<file path="src/tsd_pkg.sv">
// Shared types and constants of the tar stream deframer.
// No dependencies; every other file of the block imports this package.
package tsd_pkg;

    localparam int BLOCK_BYTES   = 512;
    localparam int OFF_W         = $clog2(BLOCK_BYTES);
    localparam int ENTRY_SIZE_W  = 36;
    localparam int SIZE_BITS     = 36;
    localparam int LIMIT_W       = 64;
    localparam int RSUM_W        = 17;
    localparam int SSUM_W        = 24;
    localparam int QUEUE_DEPTH_DEF = 4;

    // Header field offsets.
    localparam logic [OFF_W-1:0] OFF_SIZE_FIRST  = OFF_W'(124);
    localparam logic [OFF_W-1:0] OFF_SIZE_LAST   = OFF_W'(135);
    localparam logic [OFF_W-1:0] OFF_SUM_FIRST   = OFF_W'(148);
    localparam logic [OFF_W-1:0] OFF_SUM_LAST    = OFF_W'(155);
    localparam logic [OFF_W-1:0] OFF_TYPE        = OFF_W'(156);
    localparam logic [OFF_W-1:0] OFF_MAGIC_FIRST = OFF_W'(257);
    localparam logic [OFF_W-1:0] OFF_MAGIC_LAST  = OFF_W'(261);
    localparam logic [OFF_W-1:0] OFF_BLOCK_LAST  = OFF_W'(BLOCK_BYTES - 1);

    localparam logic [7:0] CHAR_SPACE  = 8'h20;
    localparam logic [7:0] CHAR_NUL    = 8'h00;
    localparam logic [7:0] CHAR_LNAME  = 8'h4C;   // 'L'
    localparam logic [7:0] CHAR_LLINK  = 8'h4B;   // 'K'

    typedef enum logic [2:0] {
        KIND_DATA   = 3'd0,
        KIND_ACCEPT = 3'd1,
        KIND_LNAME  = 3'd2,
        KIND_LLINK  = 3'd3,
        KIND_REJECT = 3'd4
    } kind_t;

    // One result on its way from the parser to the output stage.
    typedef struct packed {
        logic [2:0]              kind;
        logic [7:0]              payload_byte;
        logic [ENTRY_SIZE_W-1:0] entry_size;
        logic [7:0]              entry_type;
        logic                    last_of_run;
    } rec_t;

    // Queue status seen by the top level and the output stage.
    typedef struct packed {
        logic full;
        logic empty;
    } queue_status_t;

endpackage

</file>
<file path="src/tsd_front.sv">
// Parser front end: accepts archive bytes, tracks the entry phase, checks
// headers and builds result requests. Depends on tsd_pkg.
module tsd_front (
    input  logic         clk,
    input  logic         rst_n,
    input  logic         accept,
    input  logic [7:0]   data_byte,
    output logic         push,
    output tsd_pkg::rec_t rec
);
    import tsd_pkg::*;

    typedef enum logic [2:0] {
        PH_HEADER,
        PH_DATA,
        PH_LNAME,
        PH_LLINK,
        PH_PAD
    } phase_t;

    typedef struct packed {
        logic size_stop;
        logic sum_stop;
        logic nul_sum;
        logic magic_ok;
    } hdr_flags_t;

    localparam logic [LIMIT_W-1:0] SIZE_LIMIT = {LIMIT_W{1'b1}} >> (LIMIT_W - SIZE_BITS);

    phase_t                    phase_reg, phase_next;
    logic [OFF_W-1:0]          off_reg, off_next;
    logic [ENTRY_SIZE_W-1:0]   left_reg, left_next;
    logic [OFF_W-1:0]          pad_reg, pad_next;
    logic [RSUM_W-1:0]         rsum_reg, rsum_next;
    logic [SSUM_W-1:0]         ssum_reg, ssum_next;
    logic [ENTRY_SIZE_W-1:0]   psize_reg, psize_next;
    logic [7:0]                type_reg, type_next;
    hdr_flags_t                flags_reg, flags_next;

    logic                      first;
    logic                      octal;
    logic                      in_sum_field;
    logic                      in_size_field;
    logic [2:0]                magic_idx;
    logic [ENTRY_SIZE_W-1:0]   size_sat;

    function automatic logic [7:0] magic_char(input logic [2:0] idx);
        logic [7:0] c;
        unique case (idx)
            3'd0:    c = 8'h75;   // u
            3'd1:    c = 8'h73;   // s
            3'd2:    c = 8'h74;   // t
            3'd3:    c = 8'h61;   // a
            3'd4:    c = 8'h72;   // r
            default: c = 8'h00;
        endcase
        return c;
    endfunction

    assign first         = (off_reg == '0);
    assign octal         = (data_byte[7:3] == 5'b00110);
    assign in_sum_field  = (off_reg >= OFF_SUM_FIRST) && (off_reg <= OFF_SUM_LAST);
    assign in_size_field = (off_reg >= OFF_SIZE_FIRST) && (off_reg <= OFF_SIZE_LAST);
    assign magic_idx     = 3'(off_reg - OFF_MAGIC_FIRST);
    assign size_sat      = ({{(LIMIT_W-ENTRY_SIZE_W){1'b0}}, psize_reg} > SIZE_LIMIT)
                           ? SIZE_LIMIT[ENTRY_SIZE_W-1:0] : psize_reg;

    always_comb
    begin
        phase_next = phase_reg;
        off_next   = off_reg;
        left_next  = left_reg;
        pad_next   = pad_reg;
        rsum_next  = rsum_reg;
        ssum_next  = ssum_reg;
        psize_next = psize_reg;
        type_next  = type_reg;
        flags_next = flags_reg;
        push       = 1'b0;
        rec        = '0;

        if (accept)
        begin
            unique case (phase_reg)
                PH_DATA, PH_LNAME, PH_LLINK:
                begin
                    push             = 1'b1;
                    rec.kind         = (phase_reg == PH_DATA)  ? KIND_DATA :
                                       (phase_reg == PH_LNAME) ? KIND_LNAME : KIND_LLINK;
                    rec.payload_byte = data_byte;
                    left_next        = left_reg - ENTRY_SIZE_W'(1);
                    if (left_reg == ENTRY_SIZE_W'(1))
                    begin
                        rec.last_of_run = 1'b1;
                        phase_next      = (pad_reg != '0) ? PH_PAD : PH_HEADER;
                    end
                end
                PH_PAD:
                begin
                    pad_next = pad_reg - OFF_W'(1);
                    if (pad_reg == OFF_W'(1))
                        phase_next = PH_HEADER;
                end
                default:
                begin
                    // Header byte. Offset zero starts a fresh header.
                    if (first)
                    begin
                        flags_next = '{size_stop: 1'b0, sum_stop: 1'b0,
                                       nul_sum: 1'b0, magic_ok: 1'b1};
                        ssum_next  = '0;
                        psize_next = '0;
                        type_next  = '0;
                    end
                    rsum_next = (first ? '0 : rsum_reg) +
                                (in_sum_field ? RSUM_W'(32) : RSUM_W'(data_byte));

                    if (in_size_field && !flags_reg.size_stop)
                    begin
                        if (octal)
                            psize_next = {psize_reg[ENTRY_SIZE_W-4:0], data_byte[2:0]};
                        else if (!(data_byte == CHAR_SPACE && psize_reg == '0))
                            flags_next.size_stop = 1'b1;
                    end
                    if (in_sum_field)
                    begin
                        if (off_reg == OFF_SUM_FIRST && data_byte == CHAR_NUL)
                            flags_next.nul_sum = 1'b1;
                        if (!flags_reg.sum_stop)
                        begin
                            if (octal)
                                ssum_next = {ssum_reg[SSUM_W-4:0], data_byte[2:0]};
                            else if (!(data_byte == CHAR_SPACE && ssum_reg == '0))
                                flags_next.sum_stop = 1'b1;
                        end
                    end
                    if (off_reg == OFF_TYPE)
                        type_next = data_byte;
                    if (off_reg >= OFF_MAGIC_FIRST && off_reg <= OFF_MAGIC_LAST &&
                        data_byte != magic_char(magic_idx))
                        flags_next.magic_ok = 1'b0;

                    off_next   = off_reg + OFF_W'(1);
                    phase_next = PH_HEADER;

                    // The last byte of the block lies in no field, so the
                    // verdict uses the stored fields and the updated sum.
                    if (off_reg == OFF_BLOCK_LAST && !flags_reg.nul_sum)
                    begin
                        if ({{(SSUM_W-RSUM_W){1'b0}}, rsum_next} != ssum_reg ||
                            !flags_reg.magic_ok)
                        begin
                            push     = 1'b1;
                            rec.kind = KIND_REJECT;
                        end
                        else
                        begin
                            left_next = size_sat;
                            pad_next  = OFF_W'(0) - size_sat[OFF_W-1:0];
                            if (type_reg == CHAR_LNAME || type_reg == CHAR_LLINK)
                            begin
                                if (size_sat != '0)
                                    phase_next = (type_reg == CHAR_LNAME) ? PH_LNAME
                                                                          : PH_LLINK;
                            end
                            else
                            begin
                                push           = 1'b1;
                                rec.kind       = KIND_ACCEPT;
                                rec.entry_size = size_sat;
                                rec.entry_type = type_reg;
                                if (size_sat != '0)
                                    phase_next = PH_DATA;
                            end
                        end
                    end
                end
            endcase
        end
    end

    always_ff @(posedge clk or negedge rst_n)
    begin
        if (!rst_n)
        begin
            phase_reg <= PH_HEADER;
            off_reg   <= '0;
            left_reg  <= '0;
            pad_reg   <= '0;
            rsum_reg  <= '0;
            ssum_reg  <= '0;
            psize_reg <= '0;
            type_reg  <= '0;
            flags_reg <= '0;
        end
        else
        begin
            phase_reg <= phase_next;
            off_reg   <= off_next;
            left_reg  <= left_next;
            pad_reg   <= pad_next;
            rsum_reg  <= rsum_next;
            ssum_reg  <= ssum_next;
            psize_reg <= psize_next;
            type_reg  <= type_next;
            flags_reg <= flags_next;
        end
    end

endmodule

</file>
<file path="src/tsd_queue.sv">
// Short result queue between the parser and the output stage.
// Depends on tsd_pkg for the result record and status types.
module tsd_queue #(
    parameter int DEPTH = tsd_pkg::QUEUE_DEPTH_DEF
) (
    input  logic                  clk,
    input  logic                  rst_n,
    input  logic                  push,
    input  tsd_pkg::rec_t         push_rec,
    input  logic                  pop,
    output tsd_pkg::rec_t         pop_rec,
    output tsd_pkg::queue_status_t status
);
    import tsd_pkg::*;

    localparam int PTR_W = (DEPTH > 1) ? $clog2(DEPTH) : 1;
    localparam int CNT_W = $clog2(DEPTH + 1);

    rec_t               slot_reg [DEPTH];
    logic [PTR_W-1:0]   wr_ptr_reg, wr_ptr_next;
    logic [PTR_W-1:0]   rd_ptr_reg, rd_ptr_next;
    logic [CNT_W-1:0]   count_reg, count_next;

    assign status.full  = (count_reg == CNT_W'(DEPTH));
    assign status.empty = (count_reg == '0);
    assign pop_rec      = slot_reg[rd_ptr_reg];

    always_comb
    begin
        wr_ptr_next = wr_ptr_reg;
        rd_ptr_next = rd_ptr_reg;
        count_next  = count_reg;
        if (push)
            wr_ptr_next = (wr_ptr_reg == PTR_W'(DEPTH - 1)) ? '0 : wr_ptr_reg + PTR_W'(1);
        if (pop)
            rd_ptr_next = (rd_ptr_reg == PTR_W'(DEPTH - 1)) ? '0 : rd_ptr_reg + PTR_W'(1);
        if (push && !pop)
            count_next = count_reg + CNT_W'(1);
        else if (pop && !push)
            count_next = count_reg - CNT_W'(1);
    end

    always_ff @(posedge clk or negedge rst_n)
    begin
        if (!rst_n)
        begin
            wr_ptr_reg <= '0;
            rd_ptr_reg <= '0;
            count_reg  <= '0;
        end
        else
        begin
            wr_ptr_reg <= wr_ptr_next;
            rd_ptr_reg <= rd_ptr_next;
            count_reg  <= count_next;
        end
    end

    always_ff @(posedge clk)
    begin
        if (push)
            slot_reg[wr_ptr_reg] <= push_rec;
    end

endmodule

</file>
<file path="src/tsd_out.sv">
// Output stage: pulls requests from the queue into the result register
// and presents them on the result channel. Depends on tsd_pkg.
module tsd_out (
    input  logic                   clk,
    input  logic                   rst_n,
    input  tsd_pkg::queue_status_t status,
    input  tsd_pkg::rec_t          head_rec,
    output logic                   pop,
    input  logic                   res_stall,
    output logic                   res_valid,
    output tsd_pkg::rec_t          res_rec
);
    import tsd_pkg::*;

    logic valid_reg, valid_next;
    rec_t rec_reg;

    // Refill whenever the register is empty or its request is taken now.
    assign pop        = !status.empty && (!valid_reg || !res_stall);
    assign valid_next = pop ? 1'b1 : (valid_reg && res_stall);
    assign res_valid  = valid_reg;
    assign res_rec    = rec_reg;

    always_ff @(posedge clk or negedge rst_n)
    begin
        if (!rst_n)
            valid_reg <= 1'b0;
        else
            valid_reg <= valid_next;
    end

    always_ff @(posedge clk)
    begin
        if (pop)
            rec_reg <= head_rec;
    end

endmodule

</file>
<file path="src/tar_stream_deframer.sv">
// Top level of the tar stream deframer: parser, result queue and output stage.
// Depends on tsd_pkg, tsd_front, tsd_queue and tsd_out.
//
//   Channel   Direction  Handshake                  Payload
//   byte      in         byte_valid / byte_stall    data_byte
//   res       out        res_valid / res_stall      kind, payload_byte, entry_size,
//                                                   entry_type, last_of_run
//
// One archive byte is taken per cycle unless stalled; the parser decides
// each byte in the cycle it arrives; results go via the queue and result register.
// The input stalls only while the result queue (QUEUE_DEPTH entries) is full.
// Reset puts the parser at the start of a header block and empties the queue.
// A stall on the result side holds the result register; the queue absorbs
// up to QUEUE_DEPTH further results before the input stalls.
module tar_stream_deframer #(
    parameter int QUEUE_DEPTH = tsd_pkg::QUEUE_DEPTH_DEF
) (
    input  logic                              clk,
    input  logic                              rst_n,
    input  logic                              byte_valid,
    output logic                              byte_stall,
    input  logic [7:0]                        data_byte,
    output logic                              res_valid,
    input  logic                              res_stall,
    output logic [2:0]                        kind,
    output logic [7:0]                        payload_byte,
    output logic [tsd_pkg::ENTRY_SIZE_W-1:0]  entry_size,
    output logic [7:0]                        entry_type,
    output logic                              last_of_run
);
    import tsd_pkg::*;

    logic          accept;
    logic          push;
    logic          pop;
    rec_t          push_rec;
    rec_t          head_rec;
    rec_t          res_rec;
    queue_status_t status;

    assign byte_stall = status.full;
    assign accept     = byte_valid && !status.full;

    tsd_front u_front (
        .clk       (clk),
        .rst_n     (rst_n),
        .accept    (accept),
        .data_byte (data_byte),
        .push      (push),
        .rec       (push_rec)
    );

    tsd_queue #(
        .DEPTH (QUEUE_DEPTH)
    ) u_queue (
        .clk      (clk),
        .rst_n    (rst_n),
        .push     (push),
        .push_rec (push_rec),
        .pop      (pop),
        .pop_rec  (head_rec),
        .status   (status)
    );

    tsd_out u_out (
        .clk       (clk),
        .rst_n     (rst_n),
        .status    (status),
        .head_rec  (head_rec),
        .pop       (pop),
        .res_stall (res_stall),
        .res_valid (res_valid),
        .res_rec   (res_rec)
    );

    assign kind         = res_rec.kind;
    assign payload_byte = res_rec.payload_byte;
    assign entry_size   = res_rec.entry_size;
    assign entry_type   = res_rec.entry_type;
    assign last_of_run  = res_rec.last_of_run;

endmodule

</file>
<file path="config.mk">
export PLATFORM = sky130hd
export DESIGN_NAME = tar_stream_deframer
export DESIGN_NICKNAME = d
export VERILOG_FILES = /design/src/tsd_pkg.sv /design/src/tsd_front.sv /design/src/tsd_queue.sv /design/src/tsd_out.sv /design/src/tar_stream_deframer.sv
export SDC_FILE = /design/constraint.sdc
export NUM_CORES = 1
export LEC_CHECK = 0
export BUFFER_PORTS_ARGS = -buffer_cell sky130_fd_sc_hd__buf_2
export CORE_ASPECT_RATIO = 0.7
export CORE_UTILIZATION = 51
export DETAILED_ROUTE_END_ITERATION = 8
export PLACE_DENSITY = 0.68
export SYNTH_ARGS = -nofsm -noshare
export SYNTH_HDL_FRONTEND = slang
export SYNTH_SLANG_ARGS = --single-unit
</file>
<file path="constraint.sdc">
create_clock -name clk -period 9.4 [get_ports clk]
set_input_delay 0.47 -clock clk [delete_from_list [all_inputs] [get_ports clk]]
set_output_delay 0.47 -clock clk [all_outputs]
set_load 0.02 [all_outputs]
</file>
==> impl_results.md <==
- Max_cap viols: 0
- Layout Nets: 1652
- Vias/cell: 6.04
- Routed Antenna Nets: 0
- Arr. time, crit path: 6.98 ns
- Pwr/cell area: 205 nW/um2
- Most common flop cell mapped by yosys: edfxtp_1
- Top cells by area, synth: edfxtp_1 43%, dfrtp_1 20%, mux4_2 6.4%
- GRT Util Overall: 23.7%
- Die Wd: 237 um
- Mapped Cells: 1568
- Hold Crit Class: input pin to flip-flop
- Vias in the first global route: 12.7k
- Drt initial violations: 1463
- Register area share after synthesis: 62.2%
- Net Sw Frac: 25.6%
- Via count: 12.9k
- Crit path capture type: flip-flop
- Yosys top cell area share: 42.7%
- Crit path max fanout: 32
- Post-CTS Repair Setup Buffers: 0
- Synth cell types: 88
- Synth async-reset ratio: 35.5%
- Starting Density: 52.4%
- Die Area: 39500 um2
- Core region area: 37600 um2
- Drt drc: 0
- Final Max Tran Viols: 0
- CTS H-tree lvls: 2
- DR WL/cell: 21.1 um
- Sink Count: 434
- Detailed placement HPWL: 29.0 mm
- Bufs on Longest Clock Path: 3
- Initial antenna violation count: 0
- Skew final: 0.0219 ns
- Max IR drop VDD: 134 uV
- Yosys reg bits: 434
- Crit path kind: flip-flop to flip-flop
- Fraction of power consumed by sequential logic: 47.4%
- Post-Syn Area: 19700 um2
- Area after DPL: 20400 um2
- Boundary Pins: 70
- Syn Nets: 1609
- Post-route design area: 21900 um2
- Overflow after GRT: 0
- Tcrit/Tclk final: 72.3%
- Slew HR: 23.4%
- Critical Path RT: 9.59 ns
- Share of cells above drive strength 1: 15.1%
- Largest net degree at the start of global routing: 81
- Routability cong.: 0.851
- Warning count from the yosys run: 0
- CTS tree: yes
- Clock power frac: 39.0%
- First-pass GRT wire length: 72.9 mm
- Final setup vio count: 0
- Pleak: 7.08 nW
- Clk pin slew, worst setup/hold paths: 0.07 ns
- NetSw: 1.15 mW
- Root Driver: clkbuf_16
- Setup TNS: 0 ns
- Cell internal pwr: 3.34 mW
- Post-route worst setup slack: 2.61 ns
- Power share of the combinational group: 13.6%
- Worst-Skew Late Latency: 0.56 ns
- Max FFs per register: 224
- Die height: 166 um
- Antenna Cells: 0
- Rows: 59
- Final hold vios: 0
- Port bufs: 69
- Area leader, netlist: edfxtp_1
- CTS buffer count: 41
- EDFF count, synth: 280
- DRT Pass-1 Iters: 5
- Worst-margin pin slew: 1.15 ns
- RSZ-0062 raised after global routing: no
- Post-Route WL: 45.0 mm
- Status: complete, no violations
- Place WS: 2.69 ns
- Post-Syn Area per Cell: 12.6 um2
- Area growth syn-to-layout: 11.0%
- Fmax: 0.147 GHz
- Critical path startpoint category: flip-flop
- Tmin final: 6.79 ns
==> worst paths after layout <==
| path | startpoint | to | depth (start not counted) | slack (ns) |
|---|---|---|---|---|
| setup / recovery | u_front.off_reg[1] | u_queue.slot_reg[3][12] | 16 | 2.61 |
| min in group asynchronous | rst_n | u_front.ssum_reg[4] | 2 | 0.51 |
| hold / removal | res_stall | u_out.res_valid | 3 | 0.20 |
| setup reg to reg | u_front.off_reg[1] | u_queue.slot_reg[3][12] | 16 | 2.61 |
| hold reg to reg | u_front.rsum_reg[0] | u_front.rsum_reg[0] | 2 | 0.47 |
| max in group asynchronous | rst_n | u_queue.rd_ptr_reg[0] | 3 | 7.16 |
==> power groups by stage <==
stage | Combinational, mW | Sequential [mW] | Clock [mW]
final | 0.612 | 2.12 | 1.75
after floorplan | 0.497 | 2.13 | 0
after global routing | 0.680 | 2.13 | 1.86
after detailed placement | 0.601 | 2.16 | 0
after CTS | 0.606 | 2.12 | 1.78
after global placement | 0.593 | 2.16 | 0
==> stage by stage <==
stage               total power, mW  util, %  hold WS (ns)  cells
floorplan                      2.62        -         0.174   1568
global placement               2.75     54.3         0.457   2055
detailed placement             2.76     54.3         0.459   2055
CTS                            4.51     58.1         0.192   2132
global route                   4.67     58.1         0.212   2132
finish                         4.48     58.1         0.201   2132
==> layout by cell type, fill, tap and decap left out, types with 20 or more instances in the layout <==
cell       instances
clkbuf_16         42
and2_1            56
ha_1              27
a21oi_1           61
nand2_1          213
dfrtp_1          152
nor4_1            26
nand3_1           38
and3_1            20
nor2_1            79
xnor2_1           27
mux4_2            56
nor3_1            46
edfxtp_1         280
o21ai_0          125
inv_1             22
buf_2             68
==> cells by family after synthesis <==
logic type                 after synthesis  synth area share, %
and+or+nand+nor                        577                 14.7
DFF                                    434                 62.2
AOI/OAI and AO/OA                      303                 9.58
buffers and inverters                  111                 2.42
muxes                                   72                 7.25
xor gates and xnor gates                41                 1.89
adders and majority gates               30                 1.97
==> critical path, stage by stage (launching register included) <==
cell and delay [ns]:
dfrtp_1 0.47, inv_1 0.21, ha_1 0.22, or4b_4 0.50
or2_1 0.57, and2_1 0.33, ha_1 0.38, o211ai_1 0.15
o21a_1 0.25, a21oi_1 0.72, a21boi_0 0.36, a211oi_2 0.07
nand4_2 0.17, nor4b_2 0.09, a31oi_1 0.54, and2_2 0.81
buf_4 0.54
==> per-layer routing <==
layer | GRT usage [%] | wire length (um) | vias up
met2 | 34.2 | 19300 | 435
met1 | 37.2 | 22000 | 6424
met3 | 4.87 | 3150 | 61
li1 | - | - | 5952
met4 | 4.55 | 596 | 0
met5 | 0 | 0 | -
==> cells in the mapped netlist (all sizes together) (17+ instances only) <==
cell,n
nand3,38
nor3,49
xnor2,27
nand4,17
inv,23
mux4,56
and2,61
nor4,27
a21oi,61
ha,27
nand2,214
nor2,82
buf,17
and3,20
o21ai,130
dfrtp,154
edfxtp,280
clkbuf,70
==> timing repair <==
item	in CTS	in global routing
endpoints found under the hold margin	74	0
hold buffers	1	0
gates resized for setup	0	0
==> area by class of cell <==
type,instances,area [um2]
Timing Repair Buffer,87,489
Clock buffer,55,1120
Tap cell,488,611
Sequential cell,434,12300
Fill cell,2992,15800
Inverter,24,90.1
Clock inverter,21,299
Multi-Input combinational cell,1023,7000
No activity file was read; power rests on OpenSTA's default activity.
